### config.mk
export PLATFORM = sky130hd
export DESIGN_NAME = seeded_xorshift_range_generator
export DESIGN_NICKNAME = d
export VERILOG_FILES = /design/src/sv/xrg_pkg.sv /design/src/sv/seeded_xorshift_range_generator.sv
export SDC_FILE = /design/constraint.sdc
export NUM_CORES = 2
export LEC_CHECK = 0
export BUFFER_PORTS_ARGS = -buffer_cell sky130_fd_sc_hd__buf_2
export CAP_MARGIN = 20
export CORE_AREA = 2 2 357 359
export DETAILED_ROUTE_END_ITERATION = 10
export DIE_AREA = 0 0 359 361
export PLACE_DENSITY = 0.71
export SYNTH_ARGS = -nofsm -noshare
export SYNTH_HDL_FRONTEND = slang
export SYNTH_SLANG_ARGS = --single-unit
### constraint.sdc
create_clock -name clk -period 17.7 [get_ports clk]
set_input_delay 3.54 -clock clk [delete_from_list [all_inputs] [get_ports clk]]
set_output_delay 3.54 -clock clk [all_outputs]
set_load 0.01 [all_outputs]
### src/sv/xrg_pkg.sv
// Package for the seeded xorshift range generator.
// Holds the opcode codes, the seed-expansion constants and the reset image of
// the generator words. No dependencies.
package xrg_pkg;

  // Item opcodes
  typedef enum logic [1:0] {
    OP_RAW     = 2'd0,
    OP_RANGE   = 2'd1,
    OP_RESTART = 2'd2,
    OP_UNUSED  = 2'd3
  } opcode_t;

  // Sequencer states, one-hot
  typedef enum logic [4:0] {
    ST_IDLE = 5'b00001,
    ST_EXP  = 5'b00010,
    ST_DRAW = 5'b00100,
    ST_DIV  = 5'b01000,
    ST_DONE = 5'b10000
  } state_t;

  // Seed expansion constants
  localparam logic [31:0] K_W0   = 32'd2654435761;
  localparam logic [31:0] K_W2   = 32'd3735928559;
  localparam logic [63:0] X_W2   = 64'h9E37_79B9_7F4A_7C15;
  localparam logic [63:0] X_W3   = 64'hBF58_476D_1CE4_E5B9;
  localparam logic [63:0] K_W3   = 64'd27916243729;
  localparam logic [31:0] X_W3LO = X_W3[31:0];
  localparam logic [31:0] X_W3HI = X_W3[63:32];
  localparam logic [31:0] K_W3LO = K_W3[31:0];
  localparam logic [31:0] K_W3HI = K_W3[63:32];

  // The seed only covers the low half of the xor mask, so the high half
  // times the low constant half is a fixed term of w3.
  localparam logic [63:0] W3_FIX_PROD = 64'(X_W3HI) * 64'(K_W3LO);
  localparam logic [63:0] W3_FIX      = W3_FIX_PROD << 32;

  // Generator words and seed after reset
  localparam logic [31:0] SEED_RST = 32'd1;
  localparam logic [63:0] W0_RST   = 64'(SEED_RST) * 64'(K_W0);
  localparam logic [63:0] W1_RST   = 64'd0;
  localparam logic [63:0] W2_PROD  = 64'(SEED_RST) * 64'(K_W2);
  localparam logic [63:0] W2_RST   = W2_PROD ^ X_W2;
  localparam logic [63:0] W3_XOR   = 64'(SEED_RST) ^ X_W3;
  localparam logic [63:0] W3_RST   = W3_XOR * K_W3;

  // Output shift of a raw draw
  localparam int unsigned DRAW_SHIFT = 27;

endpackage

### src/sv/seeded_xorshift_range_generator.sv
// Seeded xorshift range generator, top level.
// Depends on xrg_pkg for opcodes, states and seed-expansion constants.
// ---------------------------------------------------------------------------
// Usage:
//   Input word (in_valid / in_stall): opcode, range_low, range_high. Opcode
//   raw gives a 64-bit draw, range gives low + draw mod (high-low+1) (low if
//   low >= high, words not advanced), restart re-expands the seed, giving 0.
//   Result word (out_valid / out_stall): value, one per input word, held in
//   an output register; the next input word is taken while it waits.
//   Seed port (cfg_valid / cfg_ready): a write re-expands the generator words
//   through the shared multiplier; input is stalled meanwhile.
// Sequencing (acceptance to out_valid):
//   raw draw via the draw and result states; range draw via the draw state,
//   a two-bit-per-cycle restoring remainder unit and the result state; empty
//   range or unused opcode straight to the result state; restart via four
//   passes through the shared 32x32 multiplier. One word at a time; in_stall
//   stays high until the result is loaded into the output register.
// Reset (rst_n, synchronous): seed = 1 and the generator words take the
//   expansion of seed 1 at once; no result pending.
// Receiver stall: a finished word waits in the sequencer until the output
//   register is free; the payload holds while out_stall is high.
// ---------------------------------------------------------------------------
module seeded_xorshift_range_generator (
  input  logic        clk,
  input  logic        rst_n,
  // input channel
  input  logic        in_valid,
  output logic        in_stall,
  input  logic [1:0]  in_opcode,
  input  logic [31:0] in_range_low,
  input  logic [31:0] in_range_high,
  // result channel
  output logic        out_valid,
  input  logic        out_stall,
  output logic [63:0] out_value,
  // seed write port
  input  logic        cfg_valid,
  output logic        cfg_ready,
  input  logic [31:0] cfg_seed_value
);
  import xrg_pkg::*;

  // Control state
  state_t      state_r, state_nxt;
  logic [1:0]  exp_cnt_r, exp_cnt_nxt;
  logic [4:0]  div_cnt_r, div_cnt_nxt;
  logic        exp_reply_r, exp_reply_nxt;
  logic        out_valid_r, out_valid_nxt;

  // Payload state
  logic [31:0] seed_r, seed_nxt;
  logic [63:0] w0_r, w1_r, w2_r, w3_r;
  logic [63:0] w0_nxt, w1_nxt, w2_nxt, w3_nxt;
  opcode_t     op_r, op_nxt;
  logic [31:0] lo_r, lo_nxt;
  logic [32:0] span_r, span_nxt;
  logic [63:0] num_r, num_nxt;
  logic [31:0] rem_r, rem_nxt;
  logic [63:0] res_r, res_nxt;
  logic [63:0] out_value_r, out_value_nxt;

  // Handshakes
  logic in_acc, cfg_acc, out_free;
  opcode_t in_op;

  assign cfg_ready = (state_r == ST_IDLE);
  assign in_stall  = (state_r != ST_IDLE) || cfg_valid;
  assign in_acc    = in_valid && !in_stall;
  assign cfg_acc   = cfg_valid && cfg_ready;
  assign out_free  = !out_valid_r || !out_stall;
  assign in_op     = opcode_t'(in_opcode);
  assign out_valid = out_valid_r;
  assign out_value = out_value_r;

  // Shared multiplier for seed expansion
  logic [31:0] mul_a, mul_b;
  logic [63:0] mul_p;

  always_comb begin
    mul_a = seed_r;
    mul_b = K_W0;
    case (exp_cnt_r)
      2'd0: begin
        mul_a = seed_r;
        mul_b = K_W0;
      end
      2'd1: begin
        mul_a = seed_r;
        mul_b = K_W2;
      end
      2'd2: begin
        mul_a = seed_r ^ X_W3LO;
        mul_b = K_W3LO;
      end
      default: begin
        mul_a = seed_r ^ X_W3LO;
        mul_b = K_W3HI;
      end
    endcase
  end

  assign mul_p = 64'(mul_a) * 64'(mul_b);

  // Raw draw and xoshiro-style word update
  logic [63:0] sum, draw, t17, c1, d1, b1, a1, c2, d2;

  always_comb begin
    sum  = w0_r + w3_r;
    draw = sum ^ (sum >> DRAW_SHIFT);
    t17  = w1_r << 17;
    c1   = w2_r ^ w0_r;
    d1   = w3_r ^ w1_r;
    b1   = w1_r ^ c1;
    a1   = w0_r ^ d1;
    c2   = c1 ^ t17;
    d2   = {d1[18:0], d1[63:19]};
  end

  // One restoring remainder step: shift in one bit, subtract span if it fits
  function automatic logic [31:0] rem_step(input logic [31:0] r, input logic b,
                                           input logic [32:0] span);
    logic [32:0] t;
    logic [33:0] d;
    begin
      t = {r, b};
      d = {1'b0, t} - {1'b0, span};
      rem_step = d[33] ? t[31:0] : d[31:0];
    end
  endfunction

  logic [31:0] rem_a, rem_b;
  assign rem_a = rem_step(rem_r, num_r[63], span_r);
  assign rem_b = rem_step(rem_a, num_r[62], span_r);

  // Sequencer
  always_comb begin
    state_nxt     = state_r;
    exp_cnt_nxt   = exp_cnt_r;
    div_cnt_nxt   = div_cnt_r;
    exp_reply_nxt = exp_reply_r;
    seed_nxt      = seed_r;
    w0_nxt        = w0_r;
    w1_nxt        = w1_r;
    w2_nxt        = w2_r;
    w3_nxt        = w3_r;
    op_nxt        = op_r;
    lo_nxt        = lo_r;
    span_nxt      = span_r;
    num_nxt       = num_r;
    rem_nxt       = rem_r;
    res_nxt       = res_r;
    out_value_nxt = out_value_r;
    out_valid_nxt = out_valid_r && out_stall;

    unique case (state_r)
      ST_IDLE: begin
        if (cfg_acc) begin
          seed_nxt      = cfg_seed_value;
          exp_cnt_nxt   = 2'd0;
          exp_reply_nxt = 1'b0;
          state_nxt     = ST_EXP;
        end else if (in_acc) begin
          op_nxt   = in_op;
          lo_nxt   = in_range_low;
          span_nxt = {1'b0, in_range_high} - {1'b0, in_range_low} + 33'd1;
          res_nxt  = 64'd0;
          unique case (in_op)
            OP_RAW: state_nxt = ST_DRAW;
            OP_RANGE: begin
              if (in_range_low >= in_range_high) begin
                res_nxt   = {32'd0, in_range_low};
                state_nxt = ST_DONE;
              end else begin
                state_nxt = ST_DRAW;
              end
            end
            OP_RESTART: begin
              exp_cnt_nxt   = 2'd0;
              exp_reply_nxt = 1'b1;
              state_nxt     = ST_EXP;
            end
            default: state_nxt = ST_DONE;
          endcase
        end
      end

      // seed expansion, one multiply per cycle
      ST_EXP: begin
        exp_cnt_nxt = exp_cnt_r + 2'd1;
        case (exp_cnt_r)
          2'd0: begin
            w0_nxt = mul_p;
            w1_nxt = 64'd0;
          end
          2'd1: w2_nxt = mul_p ^ X_W2;
          2'd2: w3_nxt = mul_p;
          default: begin
            w3_nxt    = w3_r + (mul_p << 32) + W3_FIX;
            state_nxt = exp_reply_r ? ST_DONE : ST_IDLE;
          end
        endcase
      end

      ST_DRAW: begin
        w0_nxt = a1;
        w1_nxt = b1;
        w2_nxt = c2;
        w3_nxt = d2;
        if (op_r == OP_RAW) begin
          res_nxt   = draw;
          state_nxt = ST_DONE;
        end else begin
          num_nxt     = draw;
          rem_nxt     = 32'd0;
          div_cnt_nxt = 5'd0;
          state_nxt   = ST_DIV;
        end
      end

      // two remainder bits per cycle, until all 64 draw bits are shifted in
      ST_DIV: begin
        num_nxt     = num_r << 2;
        rem_nxt     = rem_b;
        div_cnt_nxt = div_cnt_r + 5'd1;
        if (div_cnt_r == 5'd31) begin
          res_nxt   = {32'd0, lo_r + rem_b};
          state_nxt = ST_DONE;
        end
      end

      ST_DONE: begin
        if (out_free) begin
          out_value_nxt = res_r;
          out_valid_nxt = 1'b1;
          state_nxt     = ST_IDLE;
        end
      end

      default: state_nxt = ST_IDLE;
    endcase
  end

  // Control registers
  always_ff @(posedge clk) begin
    if (!rst_n) begin
      state_r     <= ST_IDLE;
      exp_cnt_r   <= 2'd0;
      div_cnt_r   <= 5'd0;
      exp_reply_r <= 1'b0;
      out_valid_r <= 1'b0;
      seed_r      <= SEED_RST;
      w0_r        <= W0_RST;
      w1_r        <= W1_RST;
      w2_r        <= W2_RST;
      w3_r        <= W3_RST;
    end else begin
      state_r     <= state_nxt;
      exp_cnt_r   <= exp_cnt_nxt;
      div_cnt_r   <= div_cnt_nxt;
      exp_reply_r <= exp_reply_nxt;
      out_valid_r <= out_valid_nxt;
      seed_r      <= seed_nxt;
      w0_r        <= w0_nxt;
      w1_r        <= w1_nxt;
      w2_r        <= w2_nxt;
      w3_r        <= w3_nxt;
    end
  end

  // Payload registers
  always_ff @(posedge clk) begin
    op_r        <= op_nxt;
    lo_r        <= lo_nxt;
    span_r      <= span_nxt;
    num_r       <= num_nxt;
    rem_r       <= rem_nxt;
    res_r       <= res_nxt;
    out_value_r <= out_value_nxt;
  end

`ifndef SYNTHESIS
  // remainder stays below a nonzero span while dividing
  a_rem_bound: assert property (@(posedge clk) disable iff (!rst_n)
    (state_r == ST_DIV) |-> (span_r != 33'd0) && ({1'b0, rem_r} < span_r))
    else $error("remainder out of range");

  // empty or inverted range goes straight to the result
  a_empty_range: assert property (@(posedge clk) disable iff (!rst_n)
    (in_acc && in_op == OP_RANGE && in_range_low >= in_range_high)
      |=> (state_r == ST_DONE) && (res_r == {32'd0, $past(in_range_low)}))
    else $error("empty range not short-cut");

  // a draw is followed by the divider or the result
  a_draw_next: assert property (@(posedge clk) disable iff (!rst_n)
    (state_r == ST_DRAW) |=> (state_r == ST_DIV) || (state_r == ST_DONE))
    else $error("bad state after draw");

  // expansion ends after its last multiply
  a_exp_end: assert property (@(posedge clk) disable iff (!rst_n)
    (state_r == ST_EXP && exp_cnt_r == 2'd3)
      |=> (state_r == ST_IDLE) || (state_r == ST_DONE))
    else $error("seed expansion did not end");

  // result loads only into a free output register
  a_out_load: assert property (@(posedge clk) disable iff (!rst_n)
    (state_r == ST_DONE && out_valid_r && out_stall) |=> (state_r == ST_DONE))
    else $error("result overwrote a stalled word");
`endif

endmodule

==> After elaboration in Yosys (flattened, before gate mapping) <==
Index checks and enable logic that the tools add are counted.
{ "op_classes": {"magnitude_cmp": 1, "n_reduce_logical": 30, "n_addsub": 10, "n_mul": 1, "mux": 44, "n_eq_ne": 23, "bitwise": 9} }
{ "ops": {"columns": ["operator", "count"], "rows": [
  ["$pmux 64 s2", 6],
  ["$mux 64", 8],
  ["$xor 64x64->64", 5],
  ["$pmux 64 s3", 1],
  ["$mux 32", 5],
  ["$add 64x64->64", 2],
  ["$pmux 32 s3", 1],
  ["$sub 33x33->34", 2],
  ["$add 64x63->64 const B", 1],
  ["$mul 32x32->64", 1],
  ["$pmux 32 s2", 1],
  ["$xor 64x37->64", 1],
  ["$mux 5", 9],
  ["$not 38->38", 1],
  ["$add 33x1->33 const B", 1],
  ["$sub 32x32->33", 1],
  ["$add 32x32->32", 1],
  ["$ge 32x32->1", 1],
  ["$mux 29", 1],
  ["$pmux 5 s5", 1],
  ["$ne 2x2->1 const B", 9],
  ["$not 17->17", 1],
  ["$pmux 5 s3", 1],
  ["$reduce_and 2->1", 6],
  ["28 further kinds", 51]
]} }
{ "word_totals": {"register_bits": 593} }

==> Longest topological paths before layout <==
{ "depth": {"word_depth": 8, "depth_mapped": 46} }

==> Least setup slack after synthesis <==
Ideal clock, no wire load.
{ "synth_path": {"path_type": "reg-to-reg", "start": "register exp_cnt_r[1]", "end": "register w3_r[62]", "synth_period_minus_slack_ns": 10.856, "arrival_ns": 10.781, "setup_ns": 0.075, "path_stages_with_launch": 43, "setup_slack_ns": 6.844, "required_ns": 17.625, "path_cell_list": "dfxtp_1 -> inv_1 -> ha_1 -> clkbuf_1 -> or2_2 -> clkbuf_1 -> clkbuf_1 -> ha_1 -> nor2_1 -> nand2_1 -> fa_1 -> inv_1 -> fa_1 -> fa_1 -> inv_1 -> fa_1 -> inv_1 -> fa_1 -> (+7 left out) -> nor3_1 -> o211ai_1 -> and2_1 -> o21a_1 -> o21ai_0 -> xor2_1 -> ha_1 -> ha_1 -> a21o_1 -> a21o_1 -> a21o_1 -> a21o_1 -> a21oi_1 -> o21ai_0 -> a221oi_1 -> xnor2_1 -> nor2_1 -> o22ai_1"} }
{ "synth_via": {"elab_chain_cells": 8, "elab_cells_between_ends": 13, "cone_classes": "2 x add/sub; 1 x mul; 3 x eq/ne; 4 x mux; 3 x reduce/logical"} }
{ "synth_rtl": {"columns": ["element", "line_no", "rtl"], "rows": [
  ["from (decl)", "seeded_xorshift_range_generator.sv:45", "logic [1:0] exp_cnt_r, exp_cnt_nxt;"],
  ["from (signal assigned)", "seeded_xorshift_range_generator.sv:258", "exp_cnt_r <= exp_cnt_nxt;"],
  ["$eq 2x1->1 or $logic_not 2->1 (tied branches)", "seeded_xorshift_range_generator.sv:82, seeded_xorshift_range_generator.sv:190", null],
  ["$reduce_or 2->1 (no line)", null, null],
  ["$mux 29", null, null],
  ["$mul 32x32->64", "seeded_xorshift_range_generator.sv:102", "assign mul_p = 64'(mul_a) * 64'(mul_b);"],
  ["$add 64x64->64", "seeded_xorshift_range_generator.sv:198", "w3_nxt = w3_r + (mul_p << 32) + W3_FIX;"],
  ["$add 64x63->64", "seeded_xorshift_range_generator.sv:198", null],
  ["$pmux 64 s2", "seeded_xorshift_range_generator.sv:190", "case (exp_cnt_r)"],
  ["$pmux 64 s2", "seeded_xorshift_range_generator.sv:155", "unique case (state_r)"],
  ["to (signal assigned)", "seeded_xorshift_range_generator.sv:266", "w3_r <= w3_nxt;"],
  ["to (decl)", "seeded_xorshift_range_generator.sv:52", "logic [63:0] w0_r, w1_r, w2_r, w3_r;"]
]} }
Several ways; a longest one is shown, not always the timed one.
A chain may end at the register's enable or synchronous reset.

==> Worst setup path after layout <==
Ends and elaborated chain as after synthesis.

==> results.json <==
{
  "via_count": 55800,
  "worstMarginPinSlew_ns": 1.24,
  "ys_seq_area_share_pct": 21.5,
  "num_io_pins": 170,
  "cp_data_required_time_ns": 18.32,
  "fin_crit_ns": 11.83,
  "cts_tree": "built",
  "hold_path.class": "reg -> reg",
  "drt-initial-drc-count": 6095,
  "clk_latency_ns": 0.71,
  "cp_top_family": "adder cells",
  "fin_nets": 9070,
  "worst_path_max_delay_cell": "xor2_1",
  "worstPathArrival_ns": 12.45,
  "maxSlewHeadroom_pct": 16.8,
  "antenna_found_initial": 9,
  "die_x_um": 359,
  "grt_pass1_vias": 55500,
  "synth_seq_cells": 593,
  "place.detailed.hpwl_mm": 202,
  "max_stage_delay_ns": 0.75,
  "cts_buffers": 72,
  "htreeDepth": 3,
  "grt_overflow": 0,
  "clock_sinks": 593,
  "cp_num_buf_inv": 9,
  "netlist_area_um2": 68900,
  "grt_usage_pct": 38.1,
  "grt_max_degree": 100,
  "syn_area_per_cell_um2": 9.32,
  "cap_violations": 0,
  "wirelength_mm": 247,
  "die_h_um": 361,
  "cts.reportedPaths.clkPinSlew_ns": 0.06,
  "critical_path_peak_fanout": 36,
  "num_rows": 130,
  "firstDrtPassIters": 8,
  "maxSlewViolCount": 0,
  "drive_gt1_share_pct": 6.70,
  "finalClockSkew_ns": 0.0321,
  "cp-start-kind": "flip-flop",
  "finalCritPeriodShare_pct": 66.8,
  "areaGrowthSynthToFinish_pct": 7.43,
  "cts_buffer_depth": 3,
  "ys.flop_type": "dfxtp_1",
  "hold_violations": 0,
  "cp_common_cell": "fa_1",
  "port_buffers": 169,
  "core_area_um2": 125000,
  "rsz0062_at_grt": "no",
  "cts_setup_buffers": 0,
  "final_cell_mix": "inv_1 (1214), fa_1 (893), ha_1 (610), nand2_1 (559), nor2_1 (490)",
  "drcViolationCount": 0,
  "setup_viol": 0,
  "fmax_mhz": 84.5,
  "start_util_pct": 55.0,
  "drtAntennaViolNets": 0,
  "syn_inst": 7393,
  "cts_hold_buf": 0,
  "synth_warnings": 0,
  "routedWlPerCell_um": 26.9,
  "ys_async_sr_fraction_pct": 0,
  "cts_resized": 0,
  "syn-num-nets": 9001,
  "synth_edf_count": 291,
  "setup_tns_ns": 0,
  "final_common_cell": "inv_1",
  "end_kind": "flip-flop",
  "gp_congestion": 1.02,
  "crit_type": "reg -> reg",
  "dieArea_um2": 130000,
  "avgViaCountPerCell": 6.08,
  "status": "finished clean",
  "grt_first_pass_wirelength_mm": 364,
  "cts_root_buf": "clkbuf_16",
  "post_synth_num_cell_types": 108
}
==> worst paths after layout <==
check	start	to	slack, ns	depth (start not counted)
worst max register to register	exp_cnt_r[1]$_SDFFE_PN0P_	w3_r[62]$_SDFFE_PN0P_	5.87	42
worst min-delay path	res_r[56]$_SDFFCE_PP0P_	out_value[56]$_DFFE_PP_	0.42	0
worst min register to register	res_r[56]$_SDFFCE_PP0P_	out_value[56]$_DFFE_PP_	0.42	0
worst max-delay path	exp_cnt_r[1]$_SDFFE_PN0P_	w3_r[62]$_SDFFE_PN0P_	5.87	42
==> cell type report <==
class	count	area, µm²
antenna	3	7.51
tap	1650	2060
sequential	593	14800
clock inverter	32	387
multi-input combinational	5322	48700
clock buffer	99	2060
fill	11100	51400
timing repair buffer	256	1500
inverter	1217	4570
==> per-stage QoR <==
stage | worst slack, ns | utilization, % | instance area, µm² | hold slack (ns) | std cells
global placement | 6.32 | 57.1 | 71600 | 0.402 | 9035
floorplan | 6.84 | - | 68900 | 0.400 | 7393
CTS | 6.09 | 59.0 | 74000 | 0.408 | 9167
finish | 5.87 | 59.0 | 74000 | 0.416 | 9172
detailed placement | 6.12 | 57.1 | 71600 | 0.405 | 9036
global route | 5.48 | 59.0 | 74000 | 0.406 | 9169
==> registers in the layout, indices dropped and copies added (netlist names) <==
signal       flops
w2_r            64
w3_r            64
w0_r            64
out_valid        1
lo_r            32
op_r             2
w1_r            64
state_r          5
res_r           64
out_value       64
div_cnt_r        5
seed_r          32
exp_cnt_r        2
span_r          33
rem_r           32
num_r           64
exp_reply_r      1
==> cell families after synthesis <==
family          after synthesis  share of synthesized area, %
compound gates             1603                          15.1
xor+xnor                    489                          6.29
fa+ha+maj                  1506                          37.1
buf+inv                    1478                          8.13
flops                       593                          21.5
mux                          35                         0.556
simple gates               1689                          11.4
==> metal layers <==
metal	routed length (µm)	GRT usage, %	share of wire, %	vias to the layer above
li1	-	-	-	24700
met2	111000	59.5	45	2704
met3	22700	7.33	9.2	478
met4	11500	15.9	4.7	6
met5	42	0	0.017	-
met1	102000	52.0	41	27900
==> synthesized netlist by cell type (all sizes together) (104+ instances only) <==
cell | count | area, µm²
nand2 | 563 | 2120
inv | 1217 | 4570
o21ai | 407 | 2060
and2 | 104 | 652
edfxtp | 291 | 8740
xnor2 | 323 | 2840
ha | 612 | 7660
fa | 893 | 17900
nor2 | 496 | 1860
a21o | 164 | 1230
clkbuf | 230 | 863
dfxtp | 302 | 6050
xor2 | 164 | 1440
a21oi | 481 | 2440
==> worst register-to-register path: cells and delay by family, from the launching register on <==
kind / cells / cell delay, ns
adder cells (fa/ha/maj): 13 / 5.79
AO/OA/AOI/OAI: 11 / 2.07
buffers and inverters: 9 / 1.52
AND/OR/NAND/NOR: 7 / 1.14
XOR/XNOR: 2 / 0.91
flip-flops: 1 / 0.35
Power is not shown: default switching activity piles up to over one toggle a cycle in this logic, so the estimate is an artifact.
